<file path="src/hdl/bpf_pkg.sv">
// shared types and constants for the bgr555 palette fade block
package bpf_pkg;

  localparam int CH_W      = 5;
  localparam int COLOR_W   = 3 * CH_W;
  localparam int ENTRY_W   = 9;
  localparam int BANK_SH   = 4;
  localparam int BANK_W    = ENTRY_W - BANK_SH;
  localparam int CFG_IDX_W = 2;
  localparam int CFG_DAT_W = 32;

  localparam logic [CH_W-1:0] CH_MAX = 5'd31;

  // register indexes on the configuration port
  localparam logic [CFG_IDX_W-1:0] REG_EFFECT_MODE = 2'd0;
  localparam logic [CFG_IDX_W-1:0] REG_FADE_AMOUNT = 2'd1;
  localparam logic [CFG_IDX_W-1:0] REG_BANK_MASK   = 2'd2;
  localparam logic [CFG_IDX_W-1:0] REG_USE_MASK    = 2'd3;

  typedef enum logic [1:0] {
    MODE_COPY  = 2'd0,
    MODE_BLACK = 2'd1,
    MODE_WHITE = 2'd2,
    MODE_GRAY  = 2'd3
  } mode_t;

  typedef struct packed {
    logic [COLOR_W-1:0] color_in;
    logic [ENTRY_W-1:0] entry_index;
    logic               last_in;
  } in_item_t;

  typedef struct packed {
    logic [COLOR_W-1:0] color_out;
    logic [ENTRY_W-1:0] entry_out;
    logic               write_enable;
    logic               last_out;
  } out_item_t;

endpackage

</file>
<file path="src/hdl/bpf_stream_if.sv">
// valid/ready stream channel carrying one item per handshake
interface bpf_stream_if #(
  parameter type payload_t = logic
);
  logic     valid;
  logic     ready;
  payload_t data;

  modport source (output valid, output data, input ready);
  modport sink   (input valid, input data, output ready);
endinterface

</file>
<file path="src/hdl/bgr555_palette_fade.sv">
// top level of the bgr555 palette fade block
//
// usage:
//   in_if  : valid/ready stream of items {color_in, entry_index, last_in}
//   out_if : valid/ready stream of items {color_out, entry_out, write_enable, last_out}
//   cfg_*  : plain write port, cfg_we writes cfg_wdata into register cfg_idx
//            (0 effect_mode, 1 fade_amount, 2 bank_enable_mask, 3 use_bank_mask)
// every item gives exactly one result item, in order
// an accepted item goes through the input register and then the result register before out_if shows it
// throughput: one item per cycle while out_if is not stalled, set by the two-stage register pipeline
//   (input register, then the per-channel multiply into the result register)
// when the receiver stalls the result register holds; the input register
//   still takes one more item, after that in_if.ready drops until out_if drains
// reset clears both stage valid bits and all configuration registers to 0
// configuration must only be changed by the user while no item is in flight; the block does not enforce this
module bgr555_palette_fade #(
  parameter int PALETTE_ENTRIES = 512
) (
  input  logic                       clk,
  input  logic                       rst_n,
  bpf_stream_if.sink                 in_if,
  bpf_stream_if.source               out_if,
  input  logic                       cfg_we,
  input  logic [bpf_pkg::CFG_IDX_W-1:0] cfg_idx,
  input  logic [bpf_pkg::CFG_DAT_W-1:0] cfg_wdata
);
  import bpf_pkg::*;

  // wide enough to hold the largest palette size
  localparam int LIM_W = $clog2(PALETTE_ENTRIES + 1);
  localparam int CMP_W = (LIM_W > ENTRY_W) ? LIM_W : ENTRY_W;
  localparam logic [CMP_W-1:0] ENTRY_LIMIT = CMP_W'(PALETTE_ENTRIES);

  // configuration registers
  mode_t                 effect_mode_r;
  logic [CH_W-1:0]       fade_amount_r;
  logic [CFG_DAT_W-1:0]  bank_mask_r;
  logic                  use_mask_r;

  // pipeline registers
  logic       s1_valid_r;
  in_item_t   s1_data_r;
  logic       out_valid_r;
  out_item_t  out_data_r;
  out_item_t  out_data_nxt;

  logic adv;   // stage 1 moves into the result register
  logic s1_load;

  // ---------------------------------------------------------------------
  // configuration writes
  always_ff @(posedge clk) begin
    if (!rst_n) begin
      effect_mode_r <= MODE_COPY;
      fade_amount_r <= '0;
      bank_mask_r   <= '0;
      use_mask_r    <= 1'b0;
    end else if (cfg_we) begin
      case (cfg_idx)
        REG_EFFECT_MODE: effect_mode_r <= mode_t'(cfg_wdata[1:0]);
        REG_FADE_AMOUNT: fade_amount_r <= cfg_wdata[CH_W-1:0];
        REG_BANK_MASK:   bank_mask_r   <= cfg_wdata;
        REG_USE_MASK:    use_mask_r    <= cfg_wdata[0];
        default: begin
        end
      endcase
    end
  end

  // ---------------------------------------------------------------------
  // handshake: result register frees when empty or taken, input register
  // frees when empty or moving on
  assign adv          = s1_valid_r && (!out_valid_r || out_if.ready);
  assign in_if.ready  = !s1_valid_r || adv;
  assign s1_load      = in_if.valid && in_if.ready;
  assign out_if.valid = out_valid_r;
  assign out_if.data  = out_data_r;

  always_ff @(posedge clk) begin
    if (!rst_n) begin
      s1_valid_r <= 1'b0;
    end else if (s1_load) begin
      s1_valid_r <= 1'b1;
    end else if (adv) begin
      s1_valid_r <= 1'b0;
    end
  end

  always_ff @(posedge clk) begin
    if (s1_load) begin
      s1_data_r <= in_if.data;
    end
  end

  // ---------------------------------------------------------------------
  // per-channel effect arithmetic
  function automatic logic [CH_W-1:0] to_black(input logic [CH_W-1:0] c,
                                                input logic [CH_W-1:0] a);
    logic [2*CH_W-1:0] p;
    p = a * c;
    return c - p[2*CH_W-1:CH_W];
  endfunction

  function automatic logic [CH_W-1:0] to_white(input logic [CH_W-1:0] c,
                                                input logic [CH_W-1:0] a);
    logic [2*CH_W-1:0] p;
    p = (CH_MAX - c) * a;
    return c + p[2*CH_W-1:CH_W];
  endfunction

  function automatic logic [CH_W-1:0] to_gray(input logic [CH_W-1:0]   c,
                                               input logic [2*CH_W-1:0] grayw,
                                               input logic [CH_W-1:0]   a);
    logic [2*CH_W:0] s;
    s = {1'b0, grayw} + (2*CH_W+1)'(c * (CH_MAX - a));
    return s[2*CH_W-1:CH_W];
  endfunction

  always_comb begin
    logic [CH_W-1:0]    r;
    logic [CH_W-1:0]    g;
    logic [CH_W-1:0]    b;
    logic [CH_W+1:0]    sum;
    logic [2*CH_W-1:0]  grayw;
    logic [BANK_W-1:0]  bank;
    logic               enabled;
    logic               in_range;

    r        = s1_data_r.color_in[CH_W-1:0];
    g        = s1_data_r.color_in[2*CH_W-1:CH_W];
    b        = s1_data_r.color_in[3*CH_W-1:2*CH_W];
    sum      = (CH_W+2)'(r) + (CH_W+2)'(g) + (CH_W+2)'(b);
    grayw    = (2*CH_W)'(sum[CH_W+1:2] * fade_amount_r);
    bank     = s1_data_r.entry_index[ENTRY_W-1:BANK_SH];
    enabled  = !use_mask_r || bank_mask_r[bank];
    in_range = CMP_W'(s1_data_r.entry_index) < ENTRY_LIMIT;

    out_data_nxt.color_out    = s1_data_r.color_in;
    out_data_nxt.entry_out    = s1_data_r.entry_index;
    out_data_nxt.write_enable = enabled && in_range;
    out_data_nxt.last_out     = s1_data_r.last_in;

    // masked banks pass through untouched
    if (enabled) begin
      case (effect_mode_r)
        MODE_BLACK: begin
          out_data_nxt.color_out = {to_black(b, fade_amount_r),
                                    to_black(g, fade_amount_r),
                                    to_black(r, fade_amount_r)};
        end
        MODE_WHITE: begin
          out_data_nxt.color_out = {to_white(b, fade_amount_r),
                                    to_white(g, fade_amount_r),
                                    to_white(r, fade_amount_r)};
        end
        MODE_GRAY: begin
          out_data_nxt.color_out = {to_gray(b, grayw, fade_amount_r),
                                    to_gray(g, grayw, fade_amount_r),
                                    to_gray(r, grayw, fade_amount_r)};
        end
        default: begin
        end
      endcase
    end
  end

  // ---------------------------------------------------------------------
  // result register
  always_ff @(posedge clk) begin
    if (!rst_n) begin
      out_valid_r <= 1'b0;
    end else if (adv) begin
      out_valid_r <= 1'b1;
    end else if (out_if.ready) begin
      out_valid_r <= 1'b0;
    end
  end

  always_ff @(posedge clk) begin
    if (adv) begin
      out_data_r <= out_data_nxt;
    end
  end

  // ---------------------------------------------------------------------
  // checks

  // an entry beyond the palette is never marked written
  a_we_in_range: assert property (@(posedge clk) disable iff (!rst_n)
    out_valid_r && out_data_r.write_enable |->
      (CMP_W'(out_data_r.entry_out) < ENTRY_LIMIT))
    else $error("write_enable set for entry outside the palette");

  // an accepted item always lands in the input register
  a_load_fills: assert property (@(posedge clk) disable iff (!rst_n)
    s1_load |=> s1_valid_r)
    else $error("accepted item lost from input register");

  // a waiting item in the input register is not overwritten or dropped
  a_s1_hold: assert property (@(posedge clk) disable iff (!rst_n)
    s1_valid_r && !adv |=> s1_valid_r && $stable(s1_data_r))
    else $error("input register changed while blocked");

  // moving an item forward always produces a result
  a_adv_result: assert property (@(posedge clk) disable iff (!rst_n)
    adv |=> out_valid_r)
    else $error("advanced item did not reach result register");

endmodule
</file>
<file path="src/flat_wrapper.sv">
// flat-port wrapper written by rule: the top's interface ports become plain ports
module bgr555_palette_fade_flat import bpf_pkg::*;
#(
  parameter int PALETTE_ENTRIES = 512
)
  (clk, rst_n, cfg_we, cfg_idx, cfg_wdata, in_if_valid, in_if_data, in_if_ready, out_if_valid, out_if_data, out_if_ready);
  bpf_stream_if in_if_i ();
  bpf_stream_if out_if_i ();
  input  logic clk;
  input  logic rst_n;
  input  logic cfg_we;
  input  logic [bpf_pkg::CFG_IDX_W-1:0] cfg_idx;
  input  logic [bpf_pkg::CFG_DAT_W-1:0] cfg_wdata;
  input wire logic [$bits(in_if_i.valid)-1:0] in_if_valid;
  input wire logic [$bits(in_if_i.data)-1:0] in_if_data;
  output wire logic [$bits(in_if_i.ready)-1:0] in_if_ready;
  output wire logic [$bits(out_if_i.valid)-1:0] out_if_valid;
  output wire logic [$bits(out_if_i.data)-1:0] out_if_data;
  input wire logic [$bits(out_if_i.ready)-1:0] out_if_ready;
  assign in_if_i.valid = in_if_valid;
  assign in_if_i.data = in_if_data;
  assign in_if_ready = in_if_i.ready;
  assign out_if_valid = out_if_i.valid;
  assign out_if_data = out_if_i.data;
  assign out_if_i.ready = out_if_ready;
  bgr555_palette_fade #(.PALETTE_ENTRIES(PALETTE_ENTRIES)) u_core (.clk(clk), .rst_n(rst_n), .in_if(in_if_i), .out_if(out_if_i), .cfg_we(cfg_we), .cfg_idx(cfg_idx), .cfg_wdata(cfg_wdata));
endmodule
</file>
<file path="config.mk">
export PLATFORM = sky130hd
export DESIGN_NAME = bgr555_palette_fade_flat
export DESIGN_NICKNAME = d
export VERILOG_FILES = /design/src/hdl/bpf_pkg.sv /design/src/hdl/bpf_stream_if.sv /design/src/hdl/bgr555_palette_fade.sv /design/src/flat_wrapper.sv
export SDC_FILE = /design/constraint.sdc
export NUM_CORES = 1
export LEC_CHECK = 0
export BUFFER_PORTS_ARGS = -buffer_cell sky130_fd_sc_hd__clkbuf_2
export CORE_AREA = 2 2 39 41
export DETAILED_ROUTE_END_ITERATION = 8
export DIE_AREA = 0 0 41 43
export PLACE_DENSITY_LB_ADDON = 0.05
export SLEW_MARGIN = 10
export SYNTH_ARGS = -nofsm -noshare
export SYNTH_HDL_FRONTEND = slang
export SYNTH_SLANG_ARGS = --single-unit
export TNS_END_PERCENT = 20
</file>
<file path="constraint.sdc">
create_clock -name clk -period 1.45 [get_ports clk]
set_input_delay 0.0725 -clock clk [delete_from_list [all_inputs] [get_ports clk]]
set_output_delay 0.0725 -clock clk [all_outputs]
set_load 0.03 [all_outputs]
</file>
Word-level counts from Yosys, hierarchy flattened --
Cells that the tools add are included.
Operators by class: add/subtract/negate cells 0, multiply operators 0, divide/modulo/power cells 0, order comparisons 0, eq/ne operators 0, shift operators 0, muxes and demuxes 4, bitwise gates (word level) 0, reductions and logical operators 8
Operators with widths (number):
- $mux 1 | 4
- $reduce_bool 2->1 | 2
- $logic_and 1x1->1 | 2
- $logic_not 1->1 | 2
- $logic_or 1x1->1 | 2
Word-level totals: register bits after elaboration 4, latch bits 0, RAM bits 0, ROM bits 0, bits of input ports 40, output and inout bits 3, word-level logic and storage cells 16, memories 0

Depth between registers and ports, before layout --
word-level depth 6, mapped depth 2

Worst setup path after synthesis --
No wires, ideal clock.
path kind flip-flop to flip-flop, start point register u_core.out_valid_r, in the netlist u_core.out_if.valid, end point register u_core.s1_data_r (netlist bit u_core.out_data_nxt[0]) (enable), library setup time 0.250 ns, arrival time 0.837 ns, required time 1.200 ns, path slack 0.362 ns, stages on the path, launching flop included 3, path buffers 0, period minus slack after synthesis 1.088 ns, path through dfxtp_1 > nor2b_4 > a21oi_1
Between the ends: longest elaborated chain between the ends 5
Ends and longest elaborated chain:
- from (decl) | RTL line bgr555_palette_fade.sv:43 | logic out_valid_r;
- from (signal assigned) | RTL line bgr555_palette_fade.sv:171 | out_valid_r <= 1'b0;
- from (signal assigned) | RTL line bgr555_palette_fade.sv:173 | out_valid_r <= 1'b1;
- from (signal assigned) | RTL line bgr555_palette_fade.sv:175 | out_valid_r <= 1'b0;
- $logic_not 1->1 | RTL line bgr555_palette_fade.sv:73 | assign adv = s1_valid_r && (!out_valid_r || out_if.ready);
- $logic_or 1x1->1 | RTL line bgr555_palette_fade.sv:73
- $logic_and 1x1->1 | RTL line bgr555_palette_fade.sv:73
- $logic_or 1x1->1 | RTL line bgr555_palette_fade.sv:74 | assign in_if.ready = !s1_valid_r || adv;
- $logic_and 1x1->1 | RTL line bgr555_palette_fade.sv:75 | assign s1_load = in_if.valid && in_if.ready;
- net u_core.s1_load | RTL line bgr555_palette_fade.sv:48 | logic s1_load;
- to (signal assigned) | RTL line bgr555_palette_fade.sv:91 | s1_data_r <= in_if.data;
- to (decl) | RTL line bgr555_palette_fade.sv:42 | in_item_t s1_data_r;
The timed path passes the listed nets, and every way through them passes these cells. A chain may end at the register's enable or synchronous reset.

Final worst setup path --
start point register u_core.s1_valid_r, end point output in_if_ready
Between the ends: longest elaborated chain between the ends 2
Ends and longest elaborated chain:
- from (decl) | RTL line bgr555_palette_fade.sv:41 | logic s1_valid_r;
- from (signal assigned) | RTL line bgr555_palette_fade.sv:81 | s1_valid_r <= 1'b0;
- from (signal assigned) | RTL line bgr555_palette_fade.sv:83 | s1_valid_r <= 1'b1;
- from (signal assigned) | RTL line bgr555_palette_fade.sv:85 | s1_valid_r <= 1'b0;
- $logic_not 1->1 / $logic_and 1x1->1 (equally long branches) | RTL line bgr555_palette_fade.sv:74, bgr555_palette_fade.sv:73
- $logic_or 1x1->1 (*) | RTL line bgr555_palette_fade.sv:74
- to (decl) | RTL line flat_wrapper.sv:16 | output wire logic [$bits(in_if_i.ready)-1:0] in_if_ready;
Mark *: on every way between the ends. The rest lies on a longest branch, timed or not.

==> flow_metrics.py <==
metrics = {
    "outcome": {
        "outcome": "complete, no violations",
    },
    "grt": {
        "grt_pass1_wl_um": 545,
        "grt_pass1_vias": 134,
        "overflow": 0,
        "grt_max_degree": 5,
        "antenna_found_initial": 0,
        "grt_usage_pct": 5.83,
    },
    "synth": {
        "netlist_area_um2": 164,
        "synth_cells": 11,
        "synth.distinct_cells": 9,
        "yosysSeqAreaShare_pct": 61.1,
        "synth_xor_area_share_pct": 0,
        "ys_ff_latch": 4,
        "synth_compound_area_share_pct": 12.2,
        "synth_fp_nets": 51,
        "yosys.area_share.simple_pct": 24.4,
        "avgSynthCellArea_um2": 14.9,
        "yosysWarningCount": 0,
        "synth_top_family_by_area": "simple AND/OR/NAND/NOR gates",
        "synthAdderAreaFrac_pct": 0,
        "synth.area.mux_share_pct": 0,
    },
    "routing": {
        "antenna_left": 0,
        "drcViolationCount": 0,
        "drtIter0Drc": 0,
        "wl_per_cell_um": 7.92,
        "vias": 121,
        "firstDrtPassIters": 1,
        "wl_um": 309,
        "viasPerCell": 3.10,
    },
    "sta": {
        "relSlewSlack_pct": 88.4,
        "tightest_slew_ns": 0.173,
        "rsz0062_at_grt": "false",
        "setup_viol": 0,
        "fin_crit_sh_pct": 67.0,
        "finalClockSkew_ns": 0.00863,
        "tns_ns": 0,
        "hold_viol": 0,
        "fin_crit_ns": 0.971,
        "maxSlewViolCount": 0,
        "max_clock_freq_ghz": 1.03,
    },
    "clock_tree": {
        "postCtsHoldBufs": 1,
        "worstSkewPairLatency_ns": 0.24,
        "cts_tree": "built",
        "htreeDepth": 1,
        "root_buffer": "clkbuf_4",
        "cts-buffers-inserted": 3,
        "clkSlewWorstSetupHoldPaths_ns": 0.03,
        "ctsResizeCount": 0,
        "cts.sink_count": 4,
        "clk_path_buf_depth": 2,
        "post_cts_buffers": 0,
    },
    "floorplan": {
        "core_um2": 1380,
        "dieHeight_um": 43,
        "start_util_pct": 11.8,
        "die_w_um": 41,
        "pin_count": 43,
        "rows": 14,
        "dieArea_um2": 1760,
    },
    "finish": {
        "diodes": 0,
        "syn_to_final_growth_pct": 55.7,
        "nets": 64,
        "drive_above_1_share_pct": 52.2,
    },
    "setup_path": {
        "path_max_fanout": 4,
        "r2r-start": "u_core.out_if.valid$_SDFFE_PN0P_",
        "cp-end-kind": "output pin",
        "reg2reg_depth": 2,
        "cp.arrival_ns": 0.90,
        "critPathKind": "reg -> out",
        "cp-start-kind": "flip-flop",
        "reg2reg_to": "u_core.out_data_nxt[0]$_DFFE_PP_",
        "cp.required_ns": 1.38,
        "reg2reg_slack_ns": 0.51,
    },
    "power": {
        "power.clock.fraction_pct": 48.7,
        "power.switching_uw": 66.1,
        "pwr-share-comb_pct": 9.1,
        "leakage_uw": 0.000128,
        "powerDensity_nw_per_um2": 1210,
        "p_int_uw": 243,
        "p_sw_share_pct": 21.4,
        "ir_worst_vdd_uv": 278,
        "p_total_uw": 309,
        "power_frac_seq_pct": 42.2,
    },
    "worst_hold_path": {
        "worstHoldEndpoint": "u_core.out_if.valid$_SDFFE_PN0P_",
        "hold_depth": 2,
        "hold_path.class": "in -> reg",
        "hp-start": "rst_n",
    },
    "placement": {
        "portBuffers": 7,
        "gp_congestion": 0.560,
    },
    "run": {
        "cap_violations": 0,
    },
}
worst max-delay path, stage by stage (launching register included):
cell	delay, ns
dfxtp_1	0.39
nand3b_4	0.09
clkbuf_2	0.18
registers in the layout, summed over array words and instances (netlist names):
signal               count
u_core.out_data_nxt      1
u_core.out_if.data       1
u_core.out_if.valid      1
u_core.s1_valid_r        1
cell families (layout without fill, tap and decap cells):
family / count (synthesis) / in the layout
flip-flops: 4 / 4
AND/OR/NAND/NOR: 3 / 3
buffers and inverters: 1 / 13
AO/OA/AOI/OAI: 3 / 3
power groups by stage:
stage	registers, uW	clock network, uW	logic, uW
after detailed placement	133	0	26.4
after global placement	133	0	26.2
after CTS	131	160	28.6
after floorplan	138	0	10.0
after global routing	131	173	30.9
final	131	151	28.1
cell usage in the layout, fill, tap and decap left out, drive strengths merged:
cell / count
nand3b: 1
inv: 1
nor2b: 2
edfxtp: 2
clkbuf: 11
a21boi: 1
dlygate4sd3: 1
o21a: 1
dfxtp: 2
a21oi: 1
per-stage QoR:
| step | instances | setup slack (ns) | area (um^2) | hold WS, ns | utilization, % |
|---|---|---|---|---|---|
| after floorplan | 11 | 0.362 | 164 | 0.171 | - |
| after global placement | 34 | 0.513 | 219 | 0.255 | 15.8 |
| after detailed placement | 34 | 0.523 | 219 | 0.255 | 15.8 |
| after CTS | 39 | 0.458 | 255 | 0.0604 | 18.4 |
| after global routing | 39 | 0.424 | 255 | 0.0716 | 18.4 |
| final | 39 | 0.479 | 255 | 0.0688 | 18.4 |
cells in the mapped netlist:
library cell  count  share of area, %
dfxtp_1           2                24
edfxtp_1          2                37
a21boi_1          1               4.6
a21oi_1           1               3.1
inv_1             1               2.3
nand3b_4          1                12
nor2b_1           1               3.8
nor2b_4           1               8.4
o21a_1            1               4.6
worst max-delay path by stage:
stage | start | end | slack [ns] | cells past startpoint
floorplan | u_core.out_if.valid$_SDFFE_PN0P_ | u_core.out_data_nxt[0]$_DFFE_PP_ | 0.36 | 2
global placement | u_core.out_if.valid$_SDFFE_PN0P_ | u_core.out_data_nxt[0]$_DFFE_PP_ | 0.51 | 2
detailed placement | u_core.out_if.valid$_SDFFE_PN0P_ | u_core.out_data_nxt[0]$_DFFE_PP_ | 0.52 | 2
CTS | u_core.s1_valid_r$_SDFFE_PN0P_ | in_if_ready | 0.46 | 2
global route | u_core.s1_valid_r$_SDFFE_PN0P_ | in_if_ready | 0.42 | 2
finish | u_core.s1_valid_r$_SDFFE_PN0P_ | in_if_ready | 0.48 | 2
area by class of cell:
class / instances / area (um^2)
repair buffers: 8 / 45.0
clock buffers: 4 / 26.3
multi-input cells: 6 / 60.1
fillers: 157 / 1130
flip-flops and latches: 4 / 100
inverters: 1 / 3.75
well taps: 16 / 20.0
routing by layer:
| layer | wire length [um] | global-route usage (%) | up-vias |
|---|---|---|---|
| met1 | 102 | 4.52 | 54 |
| li1 | - | - | 62 |
| met2 | 173 | 6.25 | 3 |
| met4 | 7 | 8.00 | 0 |
| met3 | 26 | 6.28 | 2 |
| met5 | 0 | 0 | - |
Power figures use the tool's default switching activity.
